**src/hw/rtl/pbec_pkg.sv**
```systemverilog
// shared constants and item types for the polyblep edge correction pipeline
// used by every module of the block, no dependencies
package pbec_pkg;

    localparam int SAMPLE_BITS = 16;
    localparam int PHASE_BITS  = 16;
    localparam int FRAC_BITS   = SAMPLE_BITS - 3;
    localparam int QUO_BITS    = FRAC_BITS + 2;
    localparam int T_BITS      = QUO_BITS + 1;
    localparam int MAG_BITS    = PHASE_BITS + 1;
    localparam int NUM_BITS    = PHASE_BITS + 2;
    localparam int REM_BITS    = PHASE_BITS + QUO_BITS;
    localparam int SQ_BITS     = 2 * QUO_BITS;
    localparam int RES_BITS    = SAMPLE_BITS + 3;
    localparam int DIV_STAGES  = QUO_BITS;

    localparam logic [1:0] EDGE_NONE = 2'd0;
    localparam logic [1:0] EDGE_WRAP = 2'd1;

    localparam int ACT_PREV_BIT = 0;
    localparam int ACT_SAW_BIT  = 1;

    typedef struct packed {
        logic                   pass;
        logic                   falling;
        logic [SAMPLE_BITS-1:0] sample;
    } t_ctrl;

    typedef struct packed {
        t_ctrl                 ctrl;
        logic                  neg;
        logic                  zero;
        logic                  ovf;
        logic [PHASE_BITS-1:0] step;
        logic [REM_BITS-1:0]   rem;
        logic [QUO_BITS-1:0]   quo;
    } t_div;

endpackage

```
**src/hw/rtl/pbec_prep.sv**
```systemverilog
// operand stage: picks the numerator, takes its magnitude, flags quotient overflow
// depends on pbec_pkg
module pbec_prep (
    input  logic                            i_clk,
    input  logic                            i_rst_n,
    input  logic                            i_en,
    input  logic                            i_valid,
    input  logic [1:0]                      i_action,
    input  logic [1:0]                      i_edge_kind,
    input  logic [pbec_pkg::SAMPLE_BITS-1:0] i_sample_in,
    input  logic [pbec_pkg::PHASE_BITS-1:0]  i_phase,
    input  logic [pbec_pkg::PHASE_BITS-1:0]  i_phase_step,
    output logic                            o_valid,
    output pbec_pkg::t_div                  o_data
);

    localparam logic [pbec_pkg::NUM_BITS-1:0] HALF_PH =
        pbec_pkg::NUM_BITS'(1) << (pbec_pkg::PHASE_BITS - 1);
    localparam logic [pbec_pkg::NUM_BITS-1:0] ONE_PH =
        pbec_pkg::NUM_BITS'(1) << pbec_pkg::PHASE_BITS;

    logic                              r_valid;
    pbec_pkg::t_div                    r_data;
    pbec_pkg::t_div                    n_data;
    logic                              prev;
    logic                              saw;
    logic                              falling;
    logic [pbec_pkg::NUM_BITS-1:0]     ph_ext;
    logic [pbec_pkg::NUM_BITS-1:0]     num;
    logic [pbec_pkg::NUM_BITS-1:0]     num_abs;
    logic [pbec_pkg::MAG_BITS-1:0]     mag;
    logic [pbec_pkg::PHASE_BITS+1:0]   step4;
    logic                              zero;

    always_comb begin
        prev    = i_action[pbec_pkg::ACT_PREV_BIT];
        saw     = i_action[pbec_pkg::ACT_SAW_BIT];
        falling = !saw && (i_edge_kind != pbec_pkg::EDGE_WRAP);
        ph_ext  = {2'b00, i_phase};
        if (falling) begin
            num = ph_ext - HALF_PH;
        end else if (prev) begin
            num = ph_ext - ONE_PH;
        end else begin
            num = ph_ext;
        end
        num_abs = num[pbec_pkg::NUM_BITS-1] ? (~num + 1'b1) : num;
        mag     = num_abs[pbec_pkg::MAG_BITS-1:0];
        step4   = {i_phase_step, 2'b00};
        zero    = (mag == '0);

        n_data.ctrl.pass    = (i_edge_kind == pbec_pkg::EDGE_NONE);
        n_data.ctrl.falling = falling;
        n_data.ctrl.sample  = i_sample_in;
        n_data.neg          = num[pbec_pkg::NUM_BITS-1];
        n_data.zero         = zero;
        n_data.ovf          = !zero && ({1'b0, mag} >= step4);
        n_data.step         = i_phase_step;
        n_data.rem          = pbec_pkg::REM_BITS'(mag) << pbec_pkg::FRAC_BITS;
        n_data.quo          = '0;
    end

    always_ff @(posedge i_clk) begin
        if (!i_rst_n) begin
            r_valid <= 1'b0;
        end else if (i_en) begin
            r_valid <= i_valid;
        end
    end

    always_ff @(posedge i_clk) begin
        if (i_en) begin
            r_data <= n_data;
        end
    end

    assign o_valid = r_valid;
    assign o_data  = r_data;

endmodule

```
**src/hw/rtl/pbec_div_stage.sv**
```systemverilog
// one restoring divider stage: one quotient bit per stage, remainder shifts left
// depends on pbec_pkg
module pbec_div_stage (
    input  logic           i_clk,
    input  logic           i_rst_n,
    input  logic           i_en,
    input  logic           i_valid,
    input  pbec_pkg::t_div i_data,
    output logic           o_valid,
    output pbec_pkg::t_div o_data
);

    logic                            r_valid;
    pbec_pkg::t_div                  r_data;
    pbec_pkg::t_div                  n_data;
    logic [pbec_pkg::REM_BITS-1:0]   div_al;
    logic [pbec_pkg::REM_BITS-1:0]   diff;
    logic                            ge;

    always_comb begin
        div_al = pbec_pkg::REM_BITS'(i_data.step) << (pbec_pkg::QUO_BITS - 1);
        ge     = (i_data.rem >= div_al);
        diff   = ge ? (i_data.rem - div_al) : i_data.rem;
        n_data     = i_data;
        n_data.rem = diff << 1;
        n_data.quo = {i_data.quo[pbec_pkg::QUO_BITS-2:0], ge};
    end

    always_ff @(posedge i_clk) begin
        if (!i_rst_n) begin
            r_valid <= 1'b0;
        end else if (i_en) begin
            r_valid <= i_valid;
        end
    end

    always_ff @(posedge i_clk) begin
        if (i_en) begin
            r_data <= n_data;
        end
    end

    assign o_valid = r_valid;
    assign o_data  = r_data;

endmodule

```
**src/hw/rtl/pbec_residual.sv**
```systemverilog
// back end: saturates the quotient, squares it, forms the residual and the
// saturated output sample over three register stages; depends on pbec_pkg
module pbec_residual (
    input  logic                             i_clk,
    input  logic                             i_rst_n,
    input  logic                             i_en,
    input  logic                             i_valid,
    input  pbec_pkg::t_div                   i_data,
    output logic                             o_valid,
    output logic [pbec_pkg::SAMPLE_BITS-1:0] o_sample_out,
    output logic                             o_clipped
);

    localparam int QB = pbec_pkg::QUO_BITS;
    localparam int RB = pbec_pkg::RES_BITS;
    localparam int HB = pbec_pkg::SQ_BITS - pbec_pkg::FRAC_BITS - 1;

    localparam logic [QB-1:0] TMAX = QB'((1 << (pbec_pkg::FRAC_BITS + 1)) - 1);
    localparam logic [QB-1:0] TNEG = QB'(1) << (pbec_pkg::FRAC_BITS + 1);
    localparam logic signed [RB-1:0] HALF = RB'(1) << (pbec_pkg::FRAC_BITS - 1);
    localparam logic signed [RB-1:0] SMAX = RB'((1 << (pbec_pkg::SAMPLE_BITS - 1)) - 1);
    localparam logic signed [RB-1:0] SMIN = -(RB'(1) << (pbec_pkg::SAMPLE_BITS - 1));

    typedef struct packed {
        pbec_pkg::t_ctrl                 ctrl;
        logic                            clip;
        logic                            tpos;
        logic [pbec_pkg::T_BITS-1:0]     t;
        logic [QB-1:0]                   tmag;
    } t_tsat;

    typedef struct packed {
        pbec_pkg::t_ctrl                 ctrl;
        logic                            clip;
        logic                            tpos;
        logic [pbec_pkg::T_BITS-1:0]     t;
        logic [pbec_pkg::SQ_BITS-1:0]    sq;
    } t_sq;

    logic                              r_valid_a;
    logic                              r_valid_b;
    logic                              r_valid_c;
    t_tsat                             r_a;
    t_tsat                             n_a;
    t_sq                               r_b;
    t_sq                               n_b;
    logic [pbec_pkg::SAMPLE_BITS-1:0]  r_sample;
    logic [pbec_pkg::SAMPLE_BITS-1:0]  n_sample;
    logic                              r_clip;
    logic                              n_clip;
    logic [pbec_pkg::T_BITS-1:0]       tmag_ext;
    logic [HB-1:0]                     hs;
    logic signed [RB-1:0]              t_x;
    logic signed [RB-1:0]              hs_x;
    logic signed [RB-1:0]              samp_x;
    logic signed [RB-1:0]              r;
    logic signed [RB-1:0]              r2;
    logic signed [RB-1:0]              res;

    // quotient saturation to [-2, 2)
    always_comb begin
        n_a.ctrl = i_data.ctrl;
        if (i_data.zero) begin
            n_a.clip = 1'b0;
            n_a.tmag = '0;
        end else if (i_data.neg) begin
            n_a.clip = i_data.ovf || (i_data.quo > TNEG);
            n_a.tmag = n_a.clip ? TNEG : i_data.quo;
        end else begin
            n_a.clip = i_data.ovf || (i_data.quo > TMAX);
            n_a.tmag = n_a.clip ? TMAX : i_data.quo;
        end
        tmag_ext = {1'b0, n_a.tmag};
        n_a.t    = i_data.neg ? (~tmag_ext + 1'b1) : tmag_ext;
        n_a.tpos = !i_data.neg && (n_a.tmag != '0);
    end

    // square of the magnitude
    always_comb begin
        n_b.ctrl = r_a.ctrl;
        n_b.clip = r_a.clip;
        n_b.tpos = r_a.tpos;
        n_b.t    = r_a.t;
        n_b.sq   = pbec_pkg::SQ_BITS'(r_a.tmag) * pbec_pkg::SQ_BITS'(r_a.tmag);
    end

    // residual, correction and output saturation
    always_comb begin
        hs     = r_b.sq[pbec_pkg::SQ_BITS-1:pbec_pkg::FRAC_BITS+1];
        t_x    = RB'($signed(r_b.t));
        hs_x   = $signed(RB'(hs));
        samp_x = RB'($signed(r_b.ctrl.sample));
        r      = r_b.tpos ? (t_x - hs_x - HALF) : (hs_x + t_x + HALF);
        r2     = r <<< 1;
        res    = r_b.ctrl.falling ? (samp_x - r2) : (samp_x + r2);
        if (r_b.ctrl.pass) begin
            n_sample = r_b.ctrl.sample;
            n_clip   = 1'b0;
        end else if (res > SMAX) begin
            n_sample = SMAX[pbec_pkg::SAMPLE_BITS-1:0];
            n_clip   = 1'b1;
        end else if (res < SMIN) begin
            n_sample = SMIN[pbec_pkg::SAMPLE_BITS-1:0];
            n_clip   = 1'b1;
        end else begin
            n_sample = res[pbec_pkg::SAMPLE_BITS-1:0];
            n_clip   = r_b.clip;
        end
    end

    always_ff @(posedge i_clk) begin
        if (!i_rst_n) begin
            r_valid_a <= 1'b0;
            r_valid_b <= 1'b0;
            r_valid_c <= 1'b0;
        end else if (i_en) begin
            r_valid_a <= i_valid;
            r_valid_b <= r_valid_a;
            r_valid_c <= r_valid_b;
        end
    end

    always_ff @(posedge i_clk) begin
        if (i_en) begin
            r_a      <= n_a;
            r_b      <= n_b;
            r_sample <= n_sample;
            r_clip   <= n_clip;
        end
    end

    assign o_valid      = r_valid_c;
    assign o_sample_out = r_sample;
    assign o_clipped    = r_clip;

endmodule

```
**src/hw/rtl/polyblep_edge_correction.sv**
```systemverilog
// Second-order polyBLEP edge correction. Each item carries a naive Q2.13
// sample, its Q0.16 phase, the phase step and the correction request; the
// result is the sample plus or minus twice the quadratic residual, saturated,
// with a clip flag; an item with no edge keeps its sample. The pipeline
// takes one item per cycle while not held; each item goes through one operand
// stage, one restoring divider stage per quotient bit, then quotient
// saturation, squaring and the final add-and-saturate. The whole pipeline
// holds while a finished item waits at the output and moves when it is taken.
// Depends on pbec_pkg, pbec_prep, pbec_div_stage and pbec_residual.
module polyblep_edge_correction (
    input  logic                             i_clk,
    input  logic                             i_rst_n,
    input  logic                             i_valid,
    output logic                             o_ready,
    input  logic [1:0]                       i_action,
    input  logic [1:0]                       i_edge_kind,
    input  logic [pbec_pkg::SAMPLE_BITS-1:0] i_sample_in,
    input  logic [pbec_pkg::PHASE_BITS-1:0]  i_phase,
    input  logic [pbec_pkg::PHASE_BITS-1:0]  i_phase_step,
    output logic                             o_valid,
    input  logic                             i_ready,
    output logic [pbec_pkg::SAMPLE_BITS-1:0] o_sample_out,
    output logic                             o_clipped
);

    logic           en;
    logic           div_valid [pbec_pkg::DIV_STAGES+1];
    pbec_pkg::t_div div_data  [pbec_pkg::DIV_STAGES+1];

    assign en      = !o_valid || i_ready;
    assign o_ready = en;

    pbec_prep u_prep (
        .i_clk        (i_clk),
        .i_rst_n      (i_rst_n),
        .i_en         (en),
        .i_valid      (i_valid),
        .i_action     (i_action),
        .i_edge_kind  (i_edge_kind),
        .i_sample_in  (i_sample_in),
        .i_phase      (i_phase),
        .i_phase_step (i_phase_step),
        .o_valid      (div_valid[0]),
        .o_data       (div_data[0])
    );

    for (genvar g = 0; g < pbec_pkg::DIV_STAGES; g++) begin : g_div
        pbec_div_stage u_div (
            .i_clk   (i_clk),
            .i_rst_n (i_rst_n),
            .i_en    (en),
            .i_valid (div_valid[g]),
            .i_data  (div_data[g]),
            .o_valid (div_valid[g+1]),
            .o_data  (div_data[g+1])
        );
    end

    pbec_residual u_residual (
        .i_clk        (i_clk),
        .i_rst_n      (i_rst_n),
        .i_en         (en),
        .i_valid      (div_valid[pbec_pkg::DIV_STAGES]),
        .i_data       (div_data[pbec_pkg::DIV_STAGES]),
        .o_valid      (o_valid),
        .o_sample_out (o_sample_out),
        .o_clipped    (o_clipped)
    );

endmodule
```
**config.mk**
```make
export PLATFORM = sky130hd
export DESIGN_NAME = polyblep_edge_correction
export DESIGN_NICKNAME = d
export VERILOG_FILES = /design/src/hw/rtl/pbec_pkg.sv /design/src/hw/rtl/pbec_prep.sv /design/src/hw/rtl/pbec_div_stage.sv /design/src/hw/rtl/pbec_residual.sv /design/src/hw/rtl/polyblep_edge_correction.sv
export SDC_FILE = /design/constraint.sdc
export NUM_CORES = 2
export LEC_CHECK = 0
export BUFFER_PORTS_ARGS = -buffer_cell sky130_fd_sc_hd__buf_4
export CORE_AREA = 2 2 522 265
export CTS_BUF_LIST = sky130_fd_sc_hd__clkbuf_8
export DETAILED_ROUTE_END_ITERATION = 8
export DIE_AREA = 0 0 524 267
export GPL_TIMING_DRIVEN = 0
export PLACE_DENSITY = 0.6
export SETUP_SLACK_MARGIN = 0.3
export SLEW_MARGIN = 20
export SYNTH_ARGS = -nofsm -noshare
export SYNTH_HDL_FRONTEND = slang
export SYNTH_SLANG_ARGS = --single-unit
```
**constraint.sdc**
```tcl
create_clock -name i_clk -period 34.9 [get_ports i_clk]
set_input_delay 3.49 -clock i_clk [delete_from_list [all_inputs] [get_ports i_clk]]
set_output_delay 3.49 -clock i_clk [all_outputs]
set_load 0.02 [all_outputs]
```
; Yosys cells after proc, flatten, opt, wreduce, memory -nomap -nowiden
; Index checks and enable logic that the tools add are counted.
[op_classes]
n_addsub = 24
mul = 1
magnitude_cmp = 20
n_eq_ne = 1
muxes = 30
bitwise = 2
reduce_logical = 13
[ops]
columns = op, count
row1 = $ge 31x30->1, 14
row2 = $mux 30, 14
row3 = $sub 30x30->30, 14
row4 = $mux 15, 5
row5 = $mux 18, 3
row6 = $mux 16, 3
row7 = $ge 30x30->1, 1
row8 = $mul 15x15->30, 1
row9 = $add 16x19->19, 1
row10 = $gt 19x16->1 const B, 1
row11 = $lt 19x16->1 const B, 1
row12 = $mux 19, 1
row13 = $sub 16x19->19, 1
row14 = $add 17x16->18, 1
row15 = $add 18x14->18 const B, 1
row16 = $ge 17x18->1, 1
row17 = $sub 16x17->18, 1
row18 = $sub 16x17->18 const B, 1
row19 = $sub 18x14->18 const B, 1
row20 = $add 17x1->17 const B, 1
row21 = $logic_not 17->1, 1
row22 = $mux 17, 1
row23 = $not 17->17, 1
row24 = $sub 16x16->17 const B, 1
row25 = other kinds (11), 20
[word_totals]
reg_bits = 1286
inputBits = 56
output_inout_bits = 19
elab_cells = 282

; Logic depth before layout (Yosys ltp)
[logic_depth]
word_depth = 9
ltp_mapped = 28
depth_no_buf = 27

; Hierarchy
; A second synthesis with hierarchy kept.
[unflattened]
hier_cells = 5471
area_unflattened_um2 = 73336.6
[modules_own_cells]
columns = module, n_inst, cells_per_inst, area_each_um2, seq_area_each_um2
row1 = pbec_div_stage at g_div[0].u_div ..., 13, 262, 3797.4, 2482.4
row2 = pbec_residual, 1, 1331, 13591.8, 3633.5
row3 = pbec_div_stage at g_div[3].u_div, 1, 248, 3721.1, 2482.4
row4 = pbec_div_stage at g_div[2].u_div, 1, 249, 3706.1, 2482.4
row5 = pbec_prep, 1, 236, 2945.3, 1641.6
row6 = polyblep_edge_correction, 1, 1, 6.3, 0.0

; Worst setup path after synthesis
; OpenSTA, ideal clock, no wires.
[synth_timing]
path_type = input port to output port
from = input port i_ready
to = output port o_ready
arrival_time_ns = 32.393
t_required_ns = 31.410
setup_slack_ns = -0.983
path_stages = 3
n_path_buf = 1
path_cell_list = nor2b_1 -> clkinv_1 -> clkbuf_1
[synth_via]
elab_chain_cells = 1
[synth_rtl]
columns = item, line_no
row1 = from (decl), polyblep_edge_correction.sv:21  ; input logic i_ready,
row2 = $logic_or 1x1->1, polyblep_edge_correction.sv:30  ; assign en = !o_valid || i_ready;
row3 = to (decl), polyblep_edge_correction.sv:14  ; output logic o_ready,
; No other way between the ends.

; Final worst setup path
; Same ends and word-level chain as after synthesis.

==> run summary <==
The final hold slack came out at 0.3920 ns. Each instance of the synthesized netlist takes up on average about 13 um2. For this block, the routed nets add up to 113,900 um of wire. The post-synthesis instance area is 56,370 um2.

The post-layout minimum cycle time is 8.992 ns. The clock tree buffer depth came out at 4. The share of final-layout standard cells stronger than drive strength 1 came out at 9.574%. The total number of yosys warnings is 0. The final hold violation count came out at 0. For the pin with the worst max-slew slack, the measured transition is ~0.9 ns. The final routed wire length divided by cell count came out at 17.26 um. The number of nets in the layout came out at 5,315. The count of nets left with antenna violations once routing finished came out at 0. The initial antenna violation count came to 5. The worst setup path is captured at an output pin. Measured against its own limit, the worst slew margin works out to 39.33%. The initial detailed-routing violation count is 3,012. The share of the yosys chip area belonging to registers is 56.99%. The arrival time at the worst endpoint came out at roughly 5.5 ns. The peak clock frequency supported by timing is 111.2 MHz. The delay of the slowest cell on the worst path came out at 0.42 ns. The final worst-path cycle share is 25.77%.

The number of maximum-capacitance constraint violations came out at 0. The post-detailed-placement half-perimeter wirelength is 84,130 um. STA puts the critical path data required time at 31.41 ns.

The worst setup path category is primary input to output pin. The placeable core area came out at 135,600 um2. The post-cts gate resize count is 0.

The count of vias placed by the detailed router came out at about 34,000. Walking the worst path, the cells encountered are buf_4, nor2b_1, clkinv_1, clkbuf_8, buf_16, buf_16, buf_4. The largest individual stage delay along the critical path comes from the cell clkbuf_8. The worst hold path belongs to the class register to register. Counting flops with an async set or reset pin after synthesis yields a share of 0%. The standard-cell row count is 96.

The largest net degree at the start of global routing is 101. The via density per instance came out at 5.097. The count of final setup violators came out at 0.

The worst clock skew on the final layout is between 0.08 and 0.09 ns. The root buffer cell chosen for the clock tree is clkbuf_8. The number of port buffers came out at between 70 and 80. The total congestion overflow came out at 0. Synthesis handed over a netlist of 4,430 instances. After synthesis the netlist holds a flip-flop and latch count of roughly 1,100.

For this run, the leading register cell type out of synthesis is edfxtp_1. The level count of the clock H-tree came out at 4. Buffers inserted to repair hold after CTS numbered 0. The count of final max-slew check failures came to 0. The number of iterations in the first detailed-routing pass is 6. TritonCTS built the clock tree. The initial core utilization came out at around two fifths. The first global-routing pass estimated 180,600 um of wire.

The number of nets handed over by synthesis was 5,069. The clock slew seen by the registers of the worst setup and hold paths came out at 0.06 ns. The area growth from synthesis to layout is 10.56%. The post-CTS repair timing setup buffer count is 0.

The unique cell type count in the Yosys netlist is 77. Setup repair after global routing left no endpoint under its margin. The die boundary height came out at 267 um. The number of primary I/O pins came out at 75. The die covers 139,900 um2. The highest net fanout along the worst path is 94. The total CTS buffers came out at 158. The worst-skew pair later-pin latency is roughly 0.86 ns.

The global-route usage over all layers is between 15 and 20%. The total negative slack is 0 ns. The number of synthesized flops with an enable pin is ~1,100. The x dimension of the die is about 520 um.

Routability-driven placement finished with a final weighted congestion of 0.8623. The via count of the first global-routing pass was 32,068. The remaining design rule violation count is 0. The kind of start point of the critical path is a primary input.

The flow ran to the end, and the final reports show no timing, DRC or antenna violations. The clock net sink count came out at 1,076.
-- cell usage after synthesis, types with 4 or more instances --
| master | number | area [um2] |
|---|---|---|
| a21oi_1 | 173 | 865.8 |
| a211o_1 | 4 | 35.03 |
| a31oi_1 | 28 | 175.2 |
| o21a_1 | 34 | 255.2 |
| a211oi_1 | 28 | 210.2 |
| nand2_1 | 248 | 930.9 |
| mux2_2 | 147 | 1655 |
| nor2b_1 | 64 | 400.4 |
| o22ai_1 | 4 | 25.02 |
| xor2_1 | 49 | 429.2 |
| edfxtp_1 | 1057 | 31740 |
| nor4_1 | 39 | 244.0 |
| a21o_1 | 51 | 382.9 |
| o21ai_0 | 201 | 1006 |
| or3_1 | 30 | 187.7 |
| dfxtp_1 | 19 | 380.4 |
| o41ai_1 | 4 | 35.03 |
| mux2i_1 | 43 | 430.4 |
| o21bai_1 | 16 | 120.1 |
| fa_1 | 154 | 3083 |
| a2111oi_0 | 4 | 35.03 |
| buf_1 | 16 | 60.06 |
| ha_1 | 429 | 5368 |
| or2_2 | 13 | 81.33 |
| clkbuf_1 | 54 | 202.7 |
| nand4_1 | 54 | 337.8 |
| nor3_1 | 101 | 505.5 |
| a21boi_0 | 98 | 735.7 |
| xnor2_1 | 132 | 1156 |
| and2_1 | 67 | 419.2 |
| or4_1 | 17 | 127.6 |
| a2bb2oi_1 | 4 | 35.03 |
| o31ai_1 | 25 | 187.7 |
| nor2_1 | 255 | 957.2 |
| and3_1 | 37 | 231.5 |
| a2bb2oi_2 | 8 | 120.1 |
| nand3b_1 | 5 | 37.54 |
| a31o_2 | 5 | 43.79 |
| inv_1 | 573 | 2151 |
| nand2b_1 | 34 | 212.7 |
| o211ai_1 | 9 | 67.56 |
| nand3_1 | 46 | 230.2 |
-- area by class of cell --
class | count | area [um2]
Fill cell | 12208 | 73290
Clock buffer | 159 | 2188
Antenna cell | 3 | 7.507
Multi-Input combinational cell | 2707 | 21810
Sequential cell | 1076 | 32120
Clock inverter | 109 | 583.1
Tap cell | 1813 | 2268
Buffer | 73 | 294.0
Timing Repair Buffer | 86 | 885.9
Inverter | 574 | 2155
-- flip-flops by register name, summed over array words and instances, names as in the netlist, 15 cells and up --
name                     cells
u_residual.r_b              36
g_div.u_div.o_data         884
u_residual.n_b              35
u_prep.o_data               54
u_residual.r_a              15
g_div.u_div.o_valid         15
u_residual.o_sample_out     16
u_residual.hs               16
-- cell families after synthesis --
logic type	count (synthesis)	synth area share (%)
AOI/OAI and AO/OA	733	8.306
xor gates and xnor gates	182	2.841
adders and majority gates	583	14.99
buffers and inverters	647	4.326
DFF	1076	56.99
muxes	190	3.700
and+or+nand+nor	1019	8.848
-- per-stage QoR --
stage	std cells	cell area (um2)	utilization, %	setup slack [ns]
6_report	6600	62320	45.95	25.91
5_1_grt	6598	62310	45.95	25.72
4_1_cts	6597	62300	45.94	25.91
3_5_place_dp	6329	59530	43.90	25.92
3_3_place_gp	6317	59190	43.65	7.374
2_1_floorplan	4430	56370	-	14.39
-- critical path: cells and delay by family --
kind                   cells  cell delay, ns
buffers and inverters      6            1.70
and+or+nand+nor            1            0.14
-- placed cells by master, fill, tap and decap left out, types with 147 or more instances in the layout --
master and n:
a21oi_1 173, clkbuf_8 160, edfxtp_1 1057, fa_1 154, ha_1 429, inv_1 624
mux2_2 147, nand2_1 248, nor2_1 255, o21ai_0 201
-- metal layers --
layer  up-vias  wire, um  global-route usage (%)  share of wire (%)
met5         -         0                       0                  0
met4         0      1568                   3.337                1.4
met3       139      9063                   4.019                8.0
met2       945     39160                   19.30                 34
met1     16128     64150                   28.67                 56
li1      16426         -                       -                  -
-- worst paths after layout --
path | slack [ns] | end | cells past startpoint | from
worst max-delay path | 25.91 | o_ready | 7 | i_ready
worst min-delay path | 0.39 | u_residual.r_b[65] | 0 | u_residual.n_b[65]
worst max register to register | 26.85 | u_residual.hs[15] | 21 | u_residual.r_a[3]
worst min register to register | 0.39 | u_residual.r_b[65] | 0 | u_residual.n_b[65]
Power is left out: the tool's default activity adds up to more than one toggle a clock period on the data nets, which glitch-free logic cannot reach.
